[src/sv/assert_macros.svh]
// Assertion helpers
`ifndef ASSERT_MACROS_SVH
`define ASSERT_MACROS_SVH
`define ASSERT_IMPL(lbl, ante, cons) \
  lbl: assert property (@(posedge clk) disable iff (!rst_n) (ante) |-> (cons)) \
    else $error("assertion failed");
`define ASSERT_NEXT(lbl, ante, cons) \
  lbl: assert property (@(posedge clk) disable iff (!rst_n) (ante) |=> (cons)) \
    else $error("assertion failed");
`endif

[src/sv/pic_pkg.sv]
package pic_pkg;
  localparam int NumSources   = 63;
  localparam int PrioBits     = 3;
  localparam int IdBits       = 6;
  localparam int WordShift    = 5;
  localparam int NumWords     = (NumSources >> WordShift) + 1;
  localparam logic [21:0] PendingBase   = 22'h001000;
  localparam logic [21:0] EnableBase    = 22'h002000;
  localparam logic [21:0] ThresholdAddr = 22'h200000;
  localparam logic [21:0] ClaimAddr     = 22'h200004;
  localparam logic [1:0] ModeRaise = 2'd0;
  localparam logic [1:0] ModeWrite = 2'd1;
  localparam logic [1:0] ModeRead  = 2'd2;
  localparam logic [1:0] ModeNop   = 2'd3;
  // per-source entry: priority, enable, pending, claimed
  localparam int EntryBits = PrioBits + 3;
  typedef struct packed {
    logic [PrioBits-1:0] prio;
    logic                en;
    logic                pend;
    logic                clm;
  } entry_t;
endpackage

[src/sv/pic_if.sv]
interface pic_in_if;
  logic        valid;
  logic        ready;
  logic [1:0]  mode;
  logic [21:0] address;
  logic [31:0] write_data;
  logic [5:0]  source_id;
  modport source (output valid, mode, address, write_data, source_id, input ready);
  modport sink (input valid, mode, address, write_data, source_id, output ready);
endinterface

interface pic_out_if;
  logic        valid;
  logic        ready;
  logic [31:0] read_data;
  logic        external_irq;
  logic        bad_address;
  modport source (output valid, read_data, external_irq, bad_address, input ready);
  modport sink (input valid, read_data, external_irq, bad_address, output ready);
endinterface

[src/sv/pic_ram.sv]
module pic_ram #(
  parameter int Width = 8,
  parameter int Depth = 64
) (
  input  logic                     clk,
  input  logic                     we,
  input  logic [$clog2(Depth)-1:0] waddr,
  input  logic [Width-1:0]         wdata,
  input  logic [$clog2(Depth)-1:0] raddr,
  output logic [Width-1:0]         rdata
);
  logic [Width-1:0] mem [Depth];
  always_ff @(posedge clk) begin
    if (we) mem[waddr] <= wdata;
    rdata <= mem[raddr];
  end
endmodule

[src/sv/platform_interrupt_controller.sv]
// Single-target platform interrupt controller. Per-source state (priority, enable,
// pending, claimed) lives in one 64-entry RAM. After reset a clearing pass writes every
// entry to zero before the first item is taken. Every item then runs a scan of all 64
// entries through the RAM read port (one entry a cycle) to work out the winning source,
// then applies the access (a read step, then a write step), then rescans for
// external_irq before the result is offered. An enable word write sweeps 32 entries,
// with a read step and a write step for each. The scans run one after another because
// the RAM has a single read port. Word reads of pending or enable bits gather their 32
// bits during the scan.
`include "assert_macros.svh"
module platform_interrupt_controller import pic_pkg::*; (
  input logic clk,
  input logic rst_n,
  pic_in_if.sink    in_ch,
  pic_out_if.source out_ch
);
  typedef enum logic [2:0] {S_CLEAR, S_IDLE, S_SCAN, S_APPLY, S_RESCAN, S_DONE} state_t;
  state_t state_r;

  logic [IdBits:0]   cnt_r;       // scan counter, reaches 64
  logic              rvalid_r;    // RAM data for entry cnt_r-1 arrives this cycle
  logic [IdBits-1:0] ridx_r;
  logic [1:0]        mode_r;
  logic [21:0]       addr_r;
  logic [31:0]       wdata_r;
  logic [IdBits-1:0] src_r;
  logic [PrioBits-1:0] thr_r;
  logic [IdBits-1:0] best_r;
  logic [PrioBits-1:0] bprio_r;
  logic [31:0]       pword_r, eword_r;
  logic [PrioBits-1:0] pr_r;      // priority of addressed source
  logic              sub_r;       // apply sub-step: 0 issue read, 1 write
  logic              irq_r;
  logic [31:0]       rd_r;
  logic              bad_r;
  logic              ovalid_r;

  logic              we;
  logic [IdBits-1:0] waddr, raddr;
  entry_t            wd, rd;

  pic_ram #(.Width(EntryBits), .Depth(1 << IdBits)) u_ram (
    .clk, .we, .waddr, .wdata(wd), .raddr, .rdata(rd)
  );

  // decode
  logic mis, in_prio, in_pend, in_en, is_thr, is_clm, bad_d;
  logic [IdBits-1:0] prio_id;
  logic [21:0] poff, eoff;
  always_comb begin
    poff    = addr_r - PendingBase;
    eoff    = addr_r - EnableBase;
    mis     = addr_r[1:0] != 2'd0;
    in_prio = addr_r < PendingBase;
    prio_id = addr_r[IdBits+1:2];
    in_pend = addr_r >= PendingBase && addr_r < PendingBase + 22'(4 * NumWords);
    in_en   = addr_r >= EnableBase && addr_r < EnableBase + 22'(4 * NumWords);
    is_thr  = addr_r == ThresholdAddr;
    is_clm  = addr_r == ClaimAddr;
    bad_d   = mis || (in_prio && addr_r[11:2] > 10'(NumSources))
              || !(in_prio || in_pend || in_en || is_thr || is_clm);
  end
  logic acc;
  assign acc = mode_r == ModeWrite || mode_r == ModeRead;
  logic word_sel;
  assign word_sel = in_pend ? poff[2] : eoff[2];
  logic cpl_hit;
  assign cpl_hit = wdata_r >= 32'd1 && wdata_r <= 32'(NumSources);

  // entry under scan
  logic hit;
  assign hit = rvalid_r && ridx_r != '0 && rd.pend && rd.en && rd.prio > bprio_r;

  // apply target
  logic [IdBits-1:0] tgt;
  always_comb begin
    tgt = '0;
    if (mode_r == ModeRaise) tgt = src_r;
    else if (is_clm && mode_r == ModeRead) tgt = best_r;
    else if (is_clm) tgt = wdata_r[IdBits-1:0];
    else if (in_prio) tgt = prio_id;
    else tgt = {word_sel, 5'd0} + cnt_r[IdBits-1:0];
  end

  always_comb begin
    we = 1'b0; waddr = tgt; wd = rd; raddr = cnt_r[IdBits-1:0];
    unique case (state_r)
      S_CLEAR: begin
        we = 1'b1; waddr = cnt_r[IdBits-1:0]; wd = '0;
      end
      S_APPLY: begin
        raddr = tgt;
        // a raise ignores the address field
        if (sub_r && !(acc && bad_d)) begin
          if (mode_r == ModeRaise) begin
            we = src_r != '0 && !rd.clm; wd.pend = 1'b1;
          end else if (mode_r == ModeWrite && in_prio) begin
            we = prio_id != '0; wd.prio = wdata_r[PrioBits-1:0];
          end else if (mode_r == ModeWrite && in_en) begin
            // enable words sweep entries one by one via cnt_r, each with a read and a write step
            we = tgt != '0; wd.en = wdata_r[cnt_r[4:0]];
          end else if (mode_r == ModeWrite && is_clm) begin
            we = cpl_hit && rd.clm && rd.en; wd.clm = 1'b0;
          end else if (mode_r == ModeRead && is_clm) begin
            we = best_r != '0; wd.pend = 1'b0; wd.clm = 1'b1;
          end
        end
      end
      default: ;
    endcase
  end

  assign in_ch.ready         = state_r == S_IDLE && !ovalid_r;
  assign out_ch.valid        = ovalid_r;
  assign out_ch.read_data    = rd_r;
  assign out_ch.external_irq = irq_r;
  assign out_ch.bad_address  = bad_r;

  logic en_sweep;
  assign en_sweep = mode_r == ModeWrite && in_en && !bad_d;

  always_ff @(posedge clk) begin
    if (!rst_n) begin
      state_r  <= S_CLEAR;
      cnt_r    <= '0;
      rvalid_r <= 1'b0;
      ovalid_r <= 1'b0;
      thr_r    <= '0;
      sub_r    <= 1'b0;
    end else begin
      if (out_ch.valid && out_ch.ready) ovalid_r <= 1'b0;
      rvalid_r <= (state_r == S_SCAN || state_r == S_RESCAN) && cnt_r < 7'(1 << IdBits);
      ridx_r   <= cnt_r[IdBits-1:0];
      unique case (state_r)
        S_CLEAR: begin
          if (cnt_r == 7'(1 << IdBits) - 7'd1) begin
            state_r <= S_IDLE; cnt_r <= '0;
          end else cnt_r <= cnt_r + 1'b1;
        end
        S_IDLE: if (in_ch.valid && in_ch.ready) begin
          mode_r <= in_ch.mode; addr_r <= in_ch.address;
          wdata_r <= in_ch.write_data; src_r <= in_ch.source_id;
          cnt_r <= '0; best_r <= '0; bprio_r <= thr_r;
          pword_r <= '0; eword_r <= '0;
          state_r <= S_SCAN;
        end
        S_SCAN, S_RESCAN: begin
          if (cnt_r < 7'(1 << IdBits)) begin
            cnt_r <= cnt_r + 1'b1;
          end
          if (hit) begin
            best_r <= ridx_r; bprio_r <= rd.prio;
          end
          if (rvalid_r && ridx_r != '0) begin
            if (ridx_r[5] == word_sel) begin
              pword_r[ridx_r[4:0]] <= rd.pend;
              eword_r[ridx_r[4:0]] <= rd.en;
            end
            if (ridx_r == prio_id) pr_r <= rd.prio;
          end
          if (!rvalid_r && cnt_r == 7'(1 << IdBits)) begin
            cnt_r <= '0; sub_r <= 1'b0;
            if (state_r == S_SCAN) state_r <= S_APPLY;
            else begin
              irq_r <= best_r != '0 || hit; state_r <= S_DONE;
            end
          end
        end
        S_APPLY: begin
          sub_r <= ~sub_r;
          if (sub_r) begin
            if (en_sweep && cnt_r != 7'd31) cnt_r <= cnt_r + 1'b1;
            else begin
              cnt_r <= '0; state_r <= S_RESCAN;
              best_r <= '0;
              if (mode_r == ModeWrite && is_thr) begin
                thr_r   <= wdata_r[PrioBits-1:0];
                bprio_r <= wdata_r[PrioBits-1:0];
              end else bprio_r <= thr_r;
              bad_r <= acc && bad_d;
              if (mode_r == ModeRead && !bad_d) begin
                priority case (1'b1)
                  in_prio: rd_r <= 32'(pr_r) & {32{prio_id != '0}};
                  in_pend: rd_r <= pword_r;
                  in_en:   rd_r <= eword_r;
                  is_thr:  rd_r <= 32'(thr_r);
                  default: rd_r <= 32'(best_r);
                endcase
              end else rd_r <= '0;
            end
          end
        end
        S_DONE: begin
          ovalid_r <= 1'b1; state_r <= S_IDLE;
        end
        default: state_r <= S_IDLE;
      endcase
    end
  end

  `ASSERT_IMPL(a_ready_idle, in_ch.ready, state_r == S_IDLE)
  `ASSERT_IMPL(a_no_we_idle, state_r == S_IDLE, !we)
  `ASSERT_NEXT(a_done_valid, state_r == S_DONE, out_ch.valid)
endmodule

[src/flat_wrapper.sv]
// flat-port wrapper written by rule: the top's interface ports become plain ports
module platform_interrupt_controller_flat import pic_pkg::*;
  (clk, rst_n, in_ch_valid, in_ch_mode, in_ch_address, in_ch_write_data, in_ch_source_id, in_ch_ready, out_ch_valid, out_ch_read_data, out_ch_external_irq, out_ch_bad_address, out_ch_ready);
  pic_in_if in_ch_i ();
  pic_out_if out_ch_i ();
  input logic clk;
  input logic rst_n;
  input wire logic [$bits(in_ch_i.valid)-1:0] in_ch_valid;
  input wire logic [$bits(in_ch_i.mode)-1:0] in_ch_mode;
  input wire logic [$bits(in_ch_i.address)-1:0] in_ch_address;
  input wire logic [$bits(in_ch_i.write_data)-1:0] in_ch_write_data;
  input wire logic [$bits(in_ch_i.source_id)-1:0] in_ch_source_id;
  output wire logic [$bits(in_ch_i.ready)-1:0] in_ch_ready;
  output wire logic [$bits(out_ch_i.valid)-1:0] out_ch_valid;
  output wire logic [$bits(out_ch_i.read_data)-1:0] out_ch_read_data;
  output wire logic [$bits(out_ch_i.external_irq)-1:0] out_ch_external_irq;
  output wire logic [$bits(out_ch_i.bad_address)-1:0] out_ch_bad_address;
  input wire logic [$bits(out_ch_i.ready)-1:0] out_ch_ready;
  assign in_ch_i.valid = in_ch_valid;
  assign in_ch_i.mode = in_ch_mode;
  assign in_ch_i.address = in_ch_address;
  assign in_ch_i.write_data = in_ch_write_data;
  assign in_ch_i.source_id = in_ch_source_id;
  assign in_ch_ready = in_ch_i.ready;
  assign out_ch_valid = out_ch_i.valid;
  assign out_ch_read_data = out_ch_i.read_data;
  assign out_ch_external_irq = out_ch_i.external_irq;
  assign out_ch_bad_address = out_ch_i.bad_address;
  assign out_ch_i.ready = out_ch_ready;
  platform_interrupt_controller u_core (.clk(clk), .rst_n(rst_n), .in_ch(in_ch_i), .out_ch(out_ch_i));
endmodule
[config.mk]
export PLATFORM = sky130hd
export DESIGN_NAME = platform_interrupt_controller_flat
export DESIGN_NICKNAME = d
export VERILOG_FILES = /design/src/sv/pic_pkg.sv /design/src/sv/pic_if.sv /design/src/sv/pic_ram.sv /design/src/sv/platform_interrupt_controller.sv /design/src/flat_wrapper.sv
export VERILOG_INCLUDE_DIRS = /design/src /design/src/sv
export SDC_FILE = /design/constraint.sdc
export NUM_CORES = 1
export LEC_CHECK = 0
export BUFFER_PORTS_ARGS = -buffer_cell sky130_fd_sc_hd__buf_2
export CAP_MARGIN = 20
export CELL_PAD_IN_SITES_DETAIL_PLACEMENT = 1
export CELL_PAD_IN_SITES_GLOBAL_PLACEMENT = 2
export CORE_MARGIN = 1.5
export CORE_UTILIZATION = 35
export CTS_CLUSTER_SIZE = 8
export DETAILED_ROUTE_END_ITERATION = 10
export PLACE_DENSITY = 0.78
export SLEW_MARGIN = 40
export SYNTH_ARGS = -nofsm -noshare
export SYNTH_HDL_FRONTEND = slang
export SYNTH_SLANG_ARGS = --single-unit
[constraint.sdc]
create_clock -name clk -period 7.1 [get_ports clk]
set_clock_uncertainty 0.05 [all_clocks]
set_input_delay 1.065 -clock clk [delete_from_list [all_inputs] [get_ports clk]]
set_output_delay 1.065 -clock clk [all_outputs]
set_load 0.005 [all_outputs]
==> impl_metrics.env <==
export IMPL_fin_area_um2=29500
export IMPL_worstPathMaxFanout=16
export IMPL_wire_per_inst_um=24.9
export IMPL_synth_edff_count=562
export IMPL_rsz0062_at_grt="false"
export IMPL_clock_latency_ns=0.66
export IMPL_gp_congestion=0.892
export IMPL_status="complete, no violations"
export IMPL_setup_tns_ns=0
export IMPL_synth_common_cells="edfxtp_1 (562), nand2_1 (307), nor2_1 (171)"
export IMPL_setup_viol_count_final=0
export IMPL_clk_pin_slew_worst_paths_ns=0.05
export IMPL_path_class="reg -> reg"
export IMPL_final_max_slew_violation_count=0
export IMPL_path_cells="or4_4 -> or4_1 -> nor3_1 -> o41ai_1 -> nand2_1 -> nand3_1 -> nor3_2 -> a31oi_4 -> nor2_1"
export IMPL_hp_class="reg -> reg"
export IMPL_cts_resized_gates=0
export IMPL_syn_nets=2056
export IMPL_die_w_um=272
export IMPL_yosysSeqAreaShare_pct=68.2
export IMPL_fin_crit_ns=4.91
export IMPL_total_leakage_power_nw=10.2
export IMPL_initial_core_util_pct=35.4
export IMPL_avgSynthCellArea_um2=12.8
export IMPL_grt_use_total_pct=20.7
export IMPL_grt_antenna_before_repair=0
export IMPL_drt_first_pass_iters=5
export IMPL_drive_gt1_share_pct=13.5
export IMPL_ys_seq_elements=584
export IMPL_hp_start="u_core.pr_r[2]$_DFFE_PP_"
export IMPL_finalNonFillerCells=3070
export IMPL_yosysMostFrequentCell="edfxtp_1"
export IMPL_crit_family="simple AND/OR/NAND/NOR gates"
export IMPL_core_rowCount=98
export IMPL_cap_violations=0
export IMPL_relSlewSlack_pct=45.6
export IMPL_setup_slack_ns=2.19
export IMPL_finalCritPeriodShare_pct=69.2
export IMPL_path_buf_inv=0
export IMPL_r2r_start="u_core.addr_r[3]$_DFFE_PP_"
export IMPL_cts_tree="yes"
export IMPL_startpoint="u_core.addr_r[3]$_DFFE_PP_"
export IMPL_cp_required_ns=7.31
export IMPL_placedInstanceArea_um2=27100
export IMPL_max_stage_delay_ns=0.73
export IMPL_dp_cells=2948
export IMPL_first_iter_violations=1532
export IMPL_synth_area_um2=25400
export IMPL_synthFlopType="edfxtp_1"
export IMPL_cts_sinks=584
export IMPL_dp_hpwl_um=49500
export IMPL_via_per_inst=5.52
export IMPL_nFillCells=7504
export IMPL_async_flop_share_pct=0
export IMPL_grt_overflow_total=0
export IMPL_drc=0
export IMPL_synthesis_instances=1982
export IMPL_fmaxAchievable_mhz=204
export IMPL_grt_pass1_wl_um=115000
export IMPL_pre_cts_slack_ns=2.24
export IMPL_cp_end_kind="register"
export IMPL_cts_path_max_buffers=3
export IMPL_hold_viol_final=0
export IMPL_port_buffers=101
export IMPL_synth_area_leaders="edfxtp_1 (66%), mux2i_1 (5.8%), nand2_1 (4.5%)"
export IMPL_grt_pass1_vias=18000
export IMPL_arrival_ns=5.12
export IMPL_startpoint_type="register"
export IMPL_tightest_slew_ns=0.813
export IMPL_io_pins=102
export IMPL_area_growth_pct=16.2
export IMPL_vdd_drop_max_uv=192
export IMPL_synth_warnings=0
export IMPL_post_cts_buffers=0
export IMPL_die_h_um=272
export IMPL_hold_ws_ns=0.462
export IMPL_synth_top_area_share_pct=66.5
export IMPL_core_region_area_um2=71600
export IMPL_routed_wl_um=76500
export IMPL_yosysTopAreaCell="edfxtp_1"
export IMPL_cts_htree_levels=3
export IMPL_slowest_stage="nor3_2"
export IMPL_die_area_um2=74100
export IMPL_numCtsBuffers=83
export IMPL_nets=2157
export IMPL_p_per_area_nw_per_um2=266
export IMPL_synth_cell_types=70
export IMPL_via_count=16900
export IMPL_cts_root_buf="clkbuf_16"
export IMPL_holdBufCountCts=0
export IMPL_ant_nets=0
export IMPL_grt_max_degree=132
tightest hold or removal path, stage by stage (launching register included):
cell and delay (ns):
edfxtp_1 0.32, nand2_1 0.05, o21ai_0 0.06
report_power, final:
group	switching, mW	internal (mW)	total (mW)	leakage (nW)
combinational	0.272	0.133	0.405	3.29
clock	1.49	2.16	3.64	1.13
sequential	0.0319	3.76	3.79	5.82
total	1.79	6.05	7.84	10.2
sequential cells by signal, indices dropped and copies added (netlist names):
name and cells:
u_core.pword_r 32, u_core.bprio_r 3, u_core.u_ram.mem 384, u_core.addr_r 22
u_core.u_ram.rdata 6, u_core.wdata_r 32, u_core.best_r 6, u_core.pr_r 3
u_core.state_r 3, u_core.cnt_r 7, u_core.sub_r 1, u_core.out_ch.external_irq 1
u_core.thr_r 3, u_core.eword_r 32, u_core.rvalid_r 1, u_core.out_ch.read_data 32
u_core.src_r 6, u_core.ridx_r 6, u_core.out_ch.bad_address 1, u_core.mode_r 2
u_core.out_ch.valid 1
through the flow:
step / utilization (%) / power [mW]
floorplan: - / 4.10
global placement: 37.7 / 4.24
detailed placement: 37.8 / 4.26
CTS: 41.2 / 7.90
global route: 41.2 / 8.05
finish: 41.2 / 7.84
final timing paths:
| path | to | slack (ns) | depth (start not counted) |
|---|---|---|---|
| setup reg to reg | u_core.u_ram.mem[24][2]$_DFFE_PP_ | 2.19 | 9 |
| setup / recovery | u_core.u_ram.mem[24][2]$_DFFE_PP_ | 2.19 | 9 |
| hold / removal | u_core.out_ch.read_data[2]$_SDFFCE_PN0P_ | 0.46 | 2 |
| hold reg to reg | u_core.out_ch.read_data[2]$_SDFFCE_PN0P_ | 0.46 | 2 |
layout by cell type, fill, tap and decap left out, drive strengths merged, types with 9 or more instances in the layout:
cell type | synthesis | layout
a211oi | 21 | 21
a21oi | 111 | 111
a221oi | 17 | 17
a22oi | 38 | 38
a31oi | 21 | 21
and2 | 15 | 15
and3 | 12 | 12
buf | 39 | 138
clkbuf | 83 | 114
dfxtp | 22 | 22
edfxtp | 562 | 562
inv | 20 | 21
mux2 | 9 | 9
mux2i | 146 | 146
mux4 | 10 | 10
nand2 | 307 | 307
nand3 | 120 | 120
nor2 | 171 | 171
nor2b | 14 | 14
nor3 | 38 | 38
nor3b | 12 | 12
nor4 | 21 | 21
o21ai | 46 | 46
o22ai | 17 | 17
layout make-up:
| type | count | area, um^2 | share of cell area (%) |
|---|---|---|---|
| Antenna cell | 1 | 2.50 | 0.00849 |
| Clock buffer | 114 | 2210 | 7.51 |
| Clock inverter | 7 | 150 | 0.509 |
| Inverter | 21 | 78.8 | 0.267 |
| Multi-Input combinational cell | 1255 | 7650 | 25.9 |
| Sequential cell | 584 | 17300 | 58.7 |
| Tap cell | 950 | 1190 | 4.03 |
| Timing Repair Buffer | 138 | 882 | 2.99 |
layer usage:
metal  global-route usage [%]  up-vias  part of all wire, %  routed length [um]
met3                     3.66      123                  5.1                3930
met1                     26.9     8680                   43               32900
li1                         -     7636                    -                   -
met5                        0        -                    0                   0
met2                     34.8      502                   49               37600
met4                     6.75        0                  2.6                1970
kinds of logic after synthesis:
group | after synthesis | synth area share, %
AOI/OAI and AO/OA | 325 | 8.52
xor gates and xnor gates | 9 | 0.311
adders and majority gates | 8 | 0.394
buffers and inverters | 143 | 2.33
DFF | 584 | 68.2
muxes | 165 | 7.04
and+or+nand+nor | 748 | 13.2
No activity file was read; power rests on OpenSTA's default activity.
